$ cat src/rtl/crc8rfc_pkg.sv
`timescale 1ns / 1ps

package crc8rfc_pkg;

	localparam int TOT_W = 13;

	localparam logic [7:0] CRC_POLY = 8'h31;
	localparam logic [7:0] CRC_INIT = 8'h00;

	typedef enum logic [1:0] {
		STAT_OK  = 2'd0,
		STAT_CMD = 2'd1,
		STAT_CRC = 2'd2,
		STAT_LEN = 2'd3
	} frame_status_t;

	typedef struct packed {
		logic              payload_valid;
		logic [7:0]        payload_byte;
		logic [TOT_W-1:0]  payload_offset;
		logic              frame_done;
		frame_status_t     frame_status;
		logic              response_done;
		logic              response_ok;
		logic [TOT_W-1:0]  total_length;
	} result_t;

	// one byte of CRC-8, MSB first
	function automatic logic [7:0] crc8_step(input logic [7:0] crc, input logic [7:0] b);
		logic [7:0] c;
		c = crc ^ b;
		for (int k = 0; k < 8; k++) begin
			c = c[7] ? ({c[6:0], 1'b0} ^ CRC_POLY) : {c[6:0], 1'b0};
		end
		return c;
	endfunction

endpackage

$ cat src/rtl/crc8rfc_frame_ctl.sv
`timescale 1ns / 1ps

module crc8rfc_frame_ctl import crc8rfc_pkg::*; #(
	parameter int FRAME_BYTES = 256,
	parameter int MAX_FRAMES  = 32
) (
	input  logic       clk,
	input  logic       arst_n,
	input  logic       step_en,
	input  logic [7:0] rx_byte,
	input  logic       response_start,
	input  logic [7:0] expected_command,
	output result_t    res
);

	localparam int PosW = $clog2(FRAME_BYTES);
	localparam int FrW  = $clog2(MAX_FRAMES + 1);
	localparam logic [7:0]      LenMax  = 8'(FRAME_BYTES - 3);
	localparam logic [PosW-1:0] PosLast = PosW'(FRAME_BYTES - 1);

	logic [PosW-1:0]  pos_q, pos_c, pos_d;
	logic [7:0]       len_q, len_d;
	logic             cmd_ok_q, cmd_ok_d;
	logic [7:0]       crc_q, crc_d;
	logic [FrW-1:0]   frames_q, frames_c, frames_d, frames_inc;
	logic [TOT_W-1:0] total_q, total_c, total_d;
	logic             fin_q, fin_c, fin_d;
	logic [8:0]       pos_x, len_p2;

	always_ff @(posedge clk or negedge arst_n) begin
		if (!arst_n) begin
			pos_q    <= '0;
			len_q    <= '0;
			cmd_ok_q <= 1'b0;
			crc_q    <= CRC_INIT;
			frames_q <= '0;
			total_q  <= '0;
			fin_q    <= 1'b0;
		end else if (step_en) begin
			pos_q    <= pos_d;
			len_q    <= len_d;
			cmd_ok_q <= cmd_ok_d;
			crc_q    <= crc_d;
			frames_q <= frames_d;
			total_q  <= total_d;
			fin_q    <= fin_d;
		end
	end

	always_comb begin
		// a restart clears the response before the byte is handled
		pos_c    = response_start ? '0 : pos_q;
		frames_c = response_start ? '0 : frames_q;
		total_c  = response_start ? '0 : total_q;
		fin_c    = response_start ? 1'b0 : fin_q;

		pos_x      = {{(9 - PosW){1'b0}}, pos_c};
		len_p2     = {1'b0, len_q} + 9'd2;
		frames_inc = frames_c + FrW'(1);

		pos_d    = pos_c;
		len_d    = len_q;
		cmd_ok_d = cmd_ok_q;
		crc_d    = crc_q;
		frames_d = frames_c;
		total_d  = total_c;
		fin_d    = fin_c;

		res                = '0;
		res.frame_status   = STAT_OK;

		if (!fin_c) begin
			if (pos_c == '0) begin
				cmd_ok_d = (rx_byte == expected_command);
			end else if (pos_c == PosW'(1)) begin
				len_d = rx_byte;
				crc_d = crc8_step(CRC_INIT, rx_byte);
				if (rx_byte > LenMax) begin
					res.frame_done   = 1'b1;
					res.frame_status = STAT_LEN;
					fin_d            = 1'b1;
				end
			end else if (pos_x < len_p2) begin
				crc_d              = crc8_step(crc_q, rx_byte);
				res.payload_valid  = 1'b1;
				res.payload_byte   = rx_byte;
				res.payload_offset = total_c + TOT_W'(pos_x - 9'd2);
			end else if (pos_x == len_p2) begin
				res.frame_done = 1'b1;
				if (!cmd_ok_q) begin
					res.frame_status = STAT_CMD;
				end else if (rx_byte != crc_q) begin
					res.frame_status = STAT_CRC;
				end else begin
					total_d = total_c + TOT_W'(len_q);
				end
				frames_d = frames_inc;
				if (res.frame_status != STAT_OK || len_q < LenMax ||
				    frames_inc >= FrW'(MAX_FRAMES)) begin
					fin_d = 1'b1;
				end
			end
			// padding falls through; position wraps at the frame end
			pos_d = (pos_c == PosLast) ? '0 : pos_c + PosW'(1);
		end

		res.response_done = fin_d;
		res.response_ok   = (total_d != '0);
		res.total_length  = total_d;
	end

endmodule

$ cat src/rtl/crc8_response_frame_checker_top.sv
`timescale 1ns / 1ps
// A request is captured in the stage 1 register, then its result in the output register.
// Throughput: 1 request per cycle while out_stall is low; the CRC byte step and
// frame bookkeeping sit in one combinational pass between input and result registers.
// Reset (arst_n low, asynchronous): frame position, CRC, totals, frame count,
// finished flag, expected_command and both valid flags clear to zero.

module crc8_response_frame_checker_top import crc8rfc_pkg::*; #(
	parameter int FRAME_BYTES = 256,
	parameter int MAX_FRAMES  = 32
) (
	input  logic             clk,
	input  logic             arst_n,
	// config
	input  logic             cfg_wr_en,
	input  logic [7:0]       cfg_wr_data,
	// request in
	input  logic             in_valid,
	output logic             in_stall,
	input  logic [7:0]       rx_byte,
	input  logic             response_start,
	// result out
	output logic             out_valid,
	input  logic             out_stall,
	output logic             payload_valid,
	output logic [7:0]       payload_byte,
	output logic [TOT_W-1:0] payload_offset,
	output logic             frame_done,
	output logic [1:0]       frame_status,
	output logic             response_done,
	output logic             response_ok,
	output logic [TOT_W-1:0] total_length
);

	logic [7:0] expected_command_q;

	// stage 1: captured request
	logic       valid_s1;
	logic [7:0] rx_byte_s1;
	logic       start_s1;

	// stage 2: result register
	logic       valid_s2;
	result_t    res_s2;
	result_t    res_c;

	logic adv;     // stage 2 can take a new result
	logic step_en; // the request in stage 1 is processed this cycle

	assign adv      = !valid_s2 || !out_stall;
	assign step_en  = valid_s1 && adv;
	assign in_stall = valid_s1 && !adv;

	always_ff @(posedge clk or negedge arst_n) begin
		if (!arst_n) begin
			expected_command_q <= '0;
		end else if (cfg_wr_en) begin
			expected_command_q <= cfg_wr_data;
		end
	end

	always_ff @(posedge clk or negedge arst_n) begin
		if (!arst_n) begin
			valid_s1 <= 1'b0;
		end else if (!in_stall) begin
			valid_s1 <= in_valid;
		end
	end

	always_ff @(posedge clk) begin
		if (in_valid && !in_stall) begin
			rx_byte_s1 <= rx_byte;
			start_s1   <= response_start;
		end
	end

	// frame state machine and CRC; state advances only with step_en
	crc8rfc_frame_ctl #(
		.FRAME_BYTES(FRAME_BYTES),
		.MAX_FRAMES (MAX_FRAMES)
	) u_frame_ctl (
		.clk             (clk),
		.arst_n          (arst_n),
		.step_en         (step_en),
		.rx_byte         (rx_byte_s1),
		.response_start  (start_s1),
		.expected_command(expected_command_q),
		.res             (res_c)
	);

	always_ff @(posedge clk or negedge arst_n) begin
		if (!arst_n) begin
			valid_s2 <= 1'b0;
		end else if (adv) begin
			valid_s2 <= valid_s1;
		end
	end

	always_ff @(posedge clk) begin
		if (step_en) begin
			res_s2 <= res_c;
		end
	end

	assign out_valid      = valid_s2;
	assign payload_valid  = res_s2.payload_valid;
	assign payload_byte   = res_s2.payload_byte;
	assign payload_offset = res_s2.payload_offset;
	assign frame_done     = res_s2.frame_done;
	assign frame_status   = res_s2.frame_status;
	assign response_done  = res_s2.response_done;
	assign response_ok    = res_s2.response_ok;
	assign total_length   = res_s2.total_length;

endmodule

$ cat config.mk
export PLATFORM = sky130hd
export DESIGN_NAME = crc8_response_frame_checker_top
export DESIGN_NICKNAME = d
export VERILOG_FILES = /design/src/rtl/crc8rfc_pkg.sv /design/src/rtl/crc8rfc_frame_ctl.sv /design/src/rtl/crc8_response_frame_checker_top.sv
export SDC_FILE = /design/constraint.sdc
export NUM_CORES = 1
export LEC_CHECK = 0
export ABC_AREA = 0
export BUFFER_PORTS_ARGS = -buffer_cell sky130_fd_sc_hd__clkbuf_2
export CORE_ASPECT_RATIO = 2
export CORE_MARGIN = 4
export CORE_UTILIZATION = 45
export CTS_BUF_LIST = sky130_fd_sc_hd__clkbuf_8
export CTS_CLUSTER_SIZE = 12
export DETAILED_ROUTE_END_ITERATION = 12
export SLEW_MARGIN = 20
export SYNTH_ARGS = -nofsm -noshare
export SYNTH_HDL_FRONTEND = slang
export SYNTH_HIERARCHICAL = 1
export SYNTH_SLANG_ARGS = --single-unit
$ cat constraint.sdc
create_clock -name clk -period 5.4 [get_ports clk]
set_input_delay 1.62 -clock clk [delete_from_list [all_inputs] [get_ports clk]]
set_output_delay 1.62 -clock clk [all_outputs]
set_load 0.1 [all_outputs]
# Word-level counts from Yosys, hierarchy flattened
# Index checks and enable logic that the tools add are counted.
dict set report word_totals {
  out_inout_bits 42
  reg_bits 104
  word_cells 130
}
dict set report classes {
  n_bitwise 20
  reduce_logical 20
  magnitude_cmp 4
  mux 55
  add_sub_neg 6
  n_eq_ne 5
}
# op n
set ops {}
lappend ops {{two-way mux 6 bit} 22}
lappend ops {{two-way mux 13 bit} 8}
lappend ops {{inverter 3 bit} 16}
lappend ops {{two-way mux 8 bit} 5}
lappend ops {{two-way mux 22 bit} 1}
lappend ops {{two-way mux 2 bit} 7}
lappend ops {{adder 13 bit} 1}
lappend ops {{adder 13 x 8 -> 13 bit} 1}
lappend ops {{nonzero test 13 bit} 1}
lappend ops {{two-way mux 3 bit} 4}
lappend ops {{adder 8 x 2 -> 9 bit (second input constant)} 1}
lappend ops {{equality test 8 x 9 -> 1 bit} 1}
lappend ops {{< comparator 8 x 9 -> 1 bit} 1}
lappend ops {{subtractor 8 x 2 -> 9 bit (second input constant)} 1}
lappend ops {{adder 8 x 1 -> 8 bit (second input constant)} 1}
lappend ops {{equality test 8 x 1 -> 1 bit (second input constant)} 1}
lappend ops {{equality test 8 bit} 1}
lappend ops {{equality test 8 bit (second input constant)} 1}
lappend ops {{greater-than comparator 8 bit (second input constant)} 1}
lappend ops {{zero test 8 bit} 1}
lappend ops {{< comparator 8 bit (second input constant)} 1}
lappend ops {{two-way mux 1 bit} 8}
lappend ops {{inequality test 8 bit} 1}
lappend ops {{AND reduction 4 bit} 2}
lappend ops {{other kinds (12)} 22}

# Logic depth before layout (Yosys ltp)
dict set report depth {
  word_depth 19
  ltp_mapped 16
  ltp_nobuf 14
}

# Hierarchy
# Netlist, hierarchy kept.
# mod cells_per_inst n_inst area_per_inst_um2
set modules_own_cells {}
lappend modules_own_cells {crc8rfc_frame_ctl 633 1 4979.8}
lappend modules_own_cells {crc8_response_frame_checker_top 74 1 1889.3}

# Worst setup path before layout
# OpenSTA, ideal clock, no wires.
dict set report synth_path {
  path_kind {input port to flip-flop}
  startpoint {in out_stall}
  endpoint {reg u_frame_ctl.len_q[0]}
  arrival_ps 5927
  path_buffers 0
  setup_ps 125
  slack_ps -652
  cell_stages 4
  cell_sequence {a21boi_0 > nand3_1 > nor2_1 > mux2_2}
}
dict set report synth_between {
  elab_chain_len 4
}
# item line
set synth_rtl {}
lappend synth_rtl {{start, declared} crc8_response_frame_checker_top.sv:24} ;# input logic out_stall,
lappend synth_rtl {{zero test 1 bit} crc8_response_frame_checker_top.sv:50} ;# assign adv = !valid_s2 || !out_stall;
lappend synth_rtl {{logical OR 1 bit} crc8_response_frame_checker_top.sv:50}
lappend synth_rtl {{logical AND 1 bit} crc8_response_frame_checker_top.sv:51} ;# assign step_en = valid_s1 && adv;
lappend synth_rtl {{AND reduction 4 bit (no source line)} --}
lappend synth_rtl {{end signal, assigned} crc8rfc_frame_ctl.sv:41} ;# len_q <= len_d;
lappend synth_rtl {{end, declared} crc8rfc_frame_ctl.sv:22} ;# logic [7:0] len_q, len_d;
# Every way passes these cells.
# A chain may end at the register's enable or synchronous reset.

==> run summary <==
Total number of vias: 5320
Root Buffer: clkbuf_8
Area after DPL: 0.00726 mm2
Clk sinks: 104
Ant. Diodes: 0
Leading area contributor after synthesis: edfxtp_1
TritonCTS buffer count: 9
Initial antenna violation count: 0
Post-route insts no fill: 945
Run status: complete, no violations
Post-synth top cells: nor2_1 (60), dfrtp_1 (55), xnor2_1 (55), nand2_1 (54), edfxtp_1 (49)
Min cycle time layout: 4110 ps
Post-synth ARST share: 0.529
IO Pins: 64
Fin nets: 794
GRT Overall Usage: 0.217
Hold-fix buffers, CTS: 0
CP max-delay cell: a221oi_2
Post-DR wirelength/cell: 19.3 um
Inst Count DP: 929
Setup ws final: 1290 ps
Die area: 0.0174 mm2
Clk_skew: 24.3 ps
Setup-failing EPs final: 0
Synth area leaders: edfxtp_1 (21%), dfrtp_1 (20%), xnor2_1 (7.0%), ha_1 (4.9%), xor2_1 (3.4%)
Die width: 95.4 um
Arr. time, crit path: 4240 ps
First-pass GRT wire length: 28800 um
CP Class: reg -> reg
Final WL: 18200 um
Final period util: 0.762
CP Max Fanout: 56
Max Cap Viol: 0
Starting density of the core: 0.461
Post-route ant nets: 0
Synth top area share: 0.214
CP Launch Type: flop
Port Buffer Count: 63
Cells after Synth: 707
Critical Path End Type: flop
Slew HR: 0.375
Achievable frequency: 0.243 GHz
Buf/Inv on CP: 1
Netlist cell types: 76
Crit-path max cell delay: 590 ps
Synth Register Bits: 104
Slew Viols, Final: 0
RSZ-0062 raised after global routing: false
Residual DRC: 0
Total power draw: 3.66 mW
Max clock buf depth: 2
Static leakage: 3.17 nW
Syn. warnings: 6
Routability cong.: 0.944
Top-count cell post-synth: nor2_1
Avg Cell Area, Syn: 9.72 um2
Clock latency on the worst-skew pair: 380 ps
H-tree levels: 3
Share of layout cells above drive strength 1: 0.177
Clock transition at path regs: 120 ps
Worst path required time: 5530 ps
Mapped cell area: 0.00687 mm2
Hold crit path type: reg -> reg
Syn nets: 756
Hpwl dp: 14100 um
Vias in the first global route: 5578
DR vias/cell: 5.63
Iter 0 DRT Violations: 187
Dpl ws: 1320 ps
P&R area growth vs syn: 8.47%
CTS tree: yes
CP top delay family: simple AND/OR/NAND/NOR gates
Final hold violations: 0
Cts repair resizes: 0
Critical path, cell by cell: buf_4, nor2_1, ha_1, and4_1, a221o_1, a221oi_2, or4_4, mux2_4, nor2_1, nand4_1, nor4_2, nand4_1
Row cnt: 63
Top FF cell, synth: dfrtp_1
Post-CTS setup buffer count: 0
Die Y: 183 um
Core Footprint: 0.0149 mm2
GRT overflow: 0
First-pass detailed-route iteration total: 5
Total negative setup slack: 0 ps
Post-layout instance area: 0.00745 mm2
Seq/Total Area, Yosys: 0.415
Pwr Density: 491 mW/mm2
Largest net degree at the start of global routing: 57
Number of flops mapped to enable cells by yosys: 49
Slew @ Worst Pin: 929 ps
Peak VDD IR: 0.000253 V
-- routing by layer --
layer	GRT usage	wire length [um]
met1	0.211	6290
met2	0.414	10400
met3	0.0285	447
met4	0.134	1120
met5	0	0
-- sequential cells by signal, indices dropped and copies added, names as in the netlist, 8 cells and up --
| register | flops |
|---|---|
| expected_command_q | 8 |
| payload_byte | 8 |
| payload_offset | 13 |
| rx_byte_s1 | 8 |
| total_length | 13 |
| u_frame_ctl/crc_q | 8 |
| u_frame_ctl/len_q | 8 |
| u_frame_ctl/pos_q | 8 |
| u_frame_ctl/total_q | 13 |
-- cells in the final DEF (no fill, tap or decap), drive strengths merged, types with 6 or more instances in the layout --
cell type,count
nand2b,9
nor2,60
a31oi,9
nand2,54
o21a,6
edfxtp,49
a21o,9
and3,9
nor2b,20
nand4,8
xnor2,55
nand3,27
and2,17
dfrtp,55
buf,6
ha,27
nor3,11
o22ai,9
mux2,26
nor4,8
clkbuf,72
xor2,29
a21oi,40
inv,37
o21ai,34
-- cell families after synthesis --
| logic type | after synthesis | share of synthesized area |
|---|---|---|
| flip-flops | 104 | 0.415 |
| AND/OR/NAND/NOR | 244 | 0.189 |
| adder cells (fa/ha/maj) | 27 | 0.0492 |
| XOR/XNOR | 84 | 0.109 |
| multiplexers | 27 | 0.0490 |
| buffers and inverters | 76 | 0.0506 |
| AO/OA/AOI/OAI | 145 | 0.139 |
-- metrics by stage --
stage / hold WS [ps] / utilization
final: 515 / 0.500
after global routing: 545 / 0.500
after CTS: 513 / 0.500
after detailed placement: 495 / 0.488
after global placement: 468 / 0.488
after floorplan: 443 / -
-- area by class of cell --
cell class,count,area [um2]
Clock buffer,9,124
Clock inverter,7,62.6
Fill cell,1395,7450
Inverter,34,128
Multi-Input combinational cell,527,3680
Sequential cell,104,2850
Tap cell,195,244
Timing Repair Buffer,69,360
-- path summary, 6_finish.rpt --
kind                            startpoint                       to  slack (ps)  depth (start not counted)
worst min-delay path              valid_s1                out_valid         520                          1
worst max-delay path              start_s1              response_ok        1290                         12
worst max register to register    start_s1              response_ok        1290                         12
max in group asynchronous           arst_n     u_frame_ctl/pos_q[7]        3510                          2
worst min register to register    valid_s1                out_valid         520                          1
min in group asynchronous           arst_n  u_frame_ctl/frames_q[3]        1380                          2
-- where the power goes --
group / internal (mW) / switching (mW)
clock network: 0.178 / 0.301
logic: 0.671 / 1.25
registers: 1.02 / 0.237
total: 1.87 / 1.78
No activity file was read; power rests on OpenSTA's default activity.
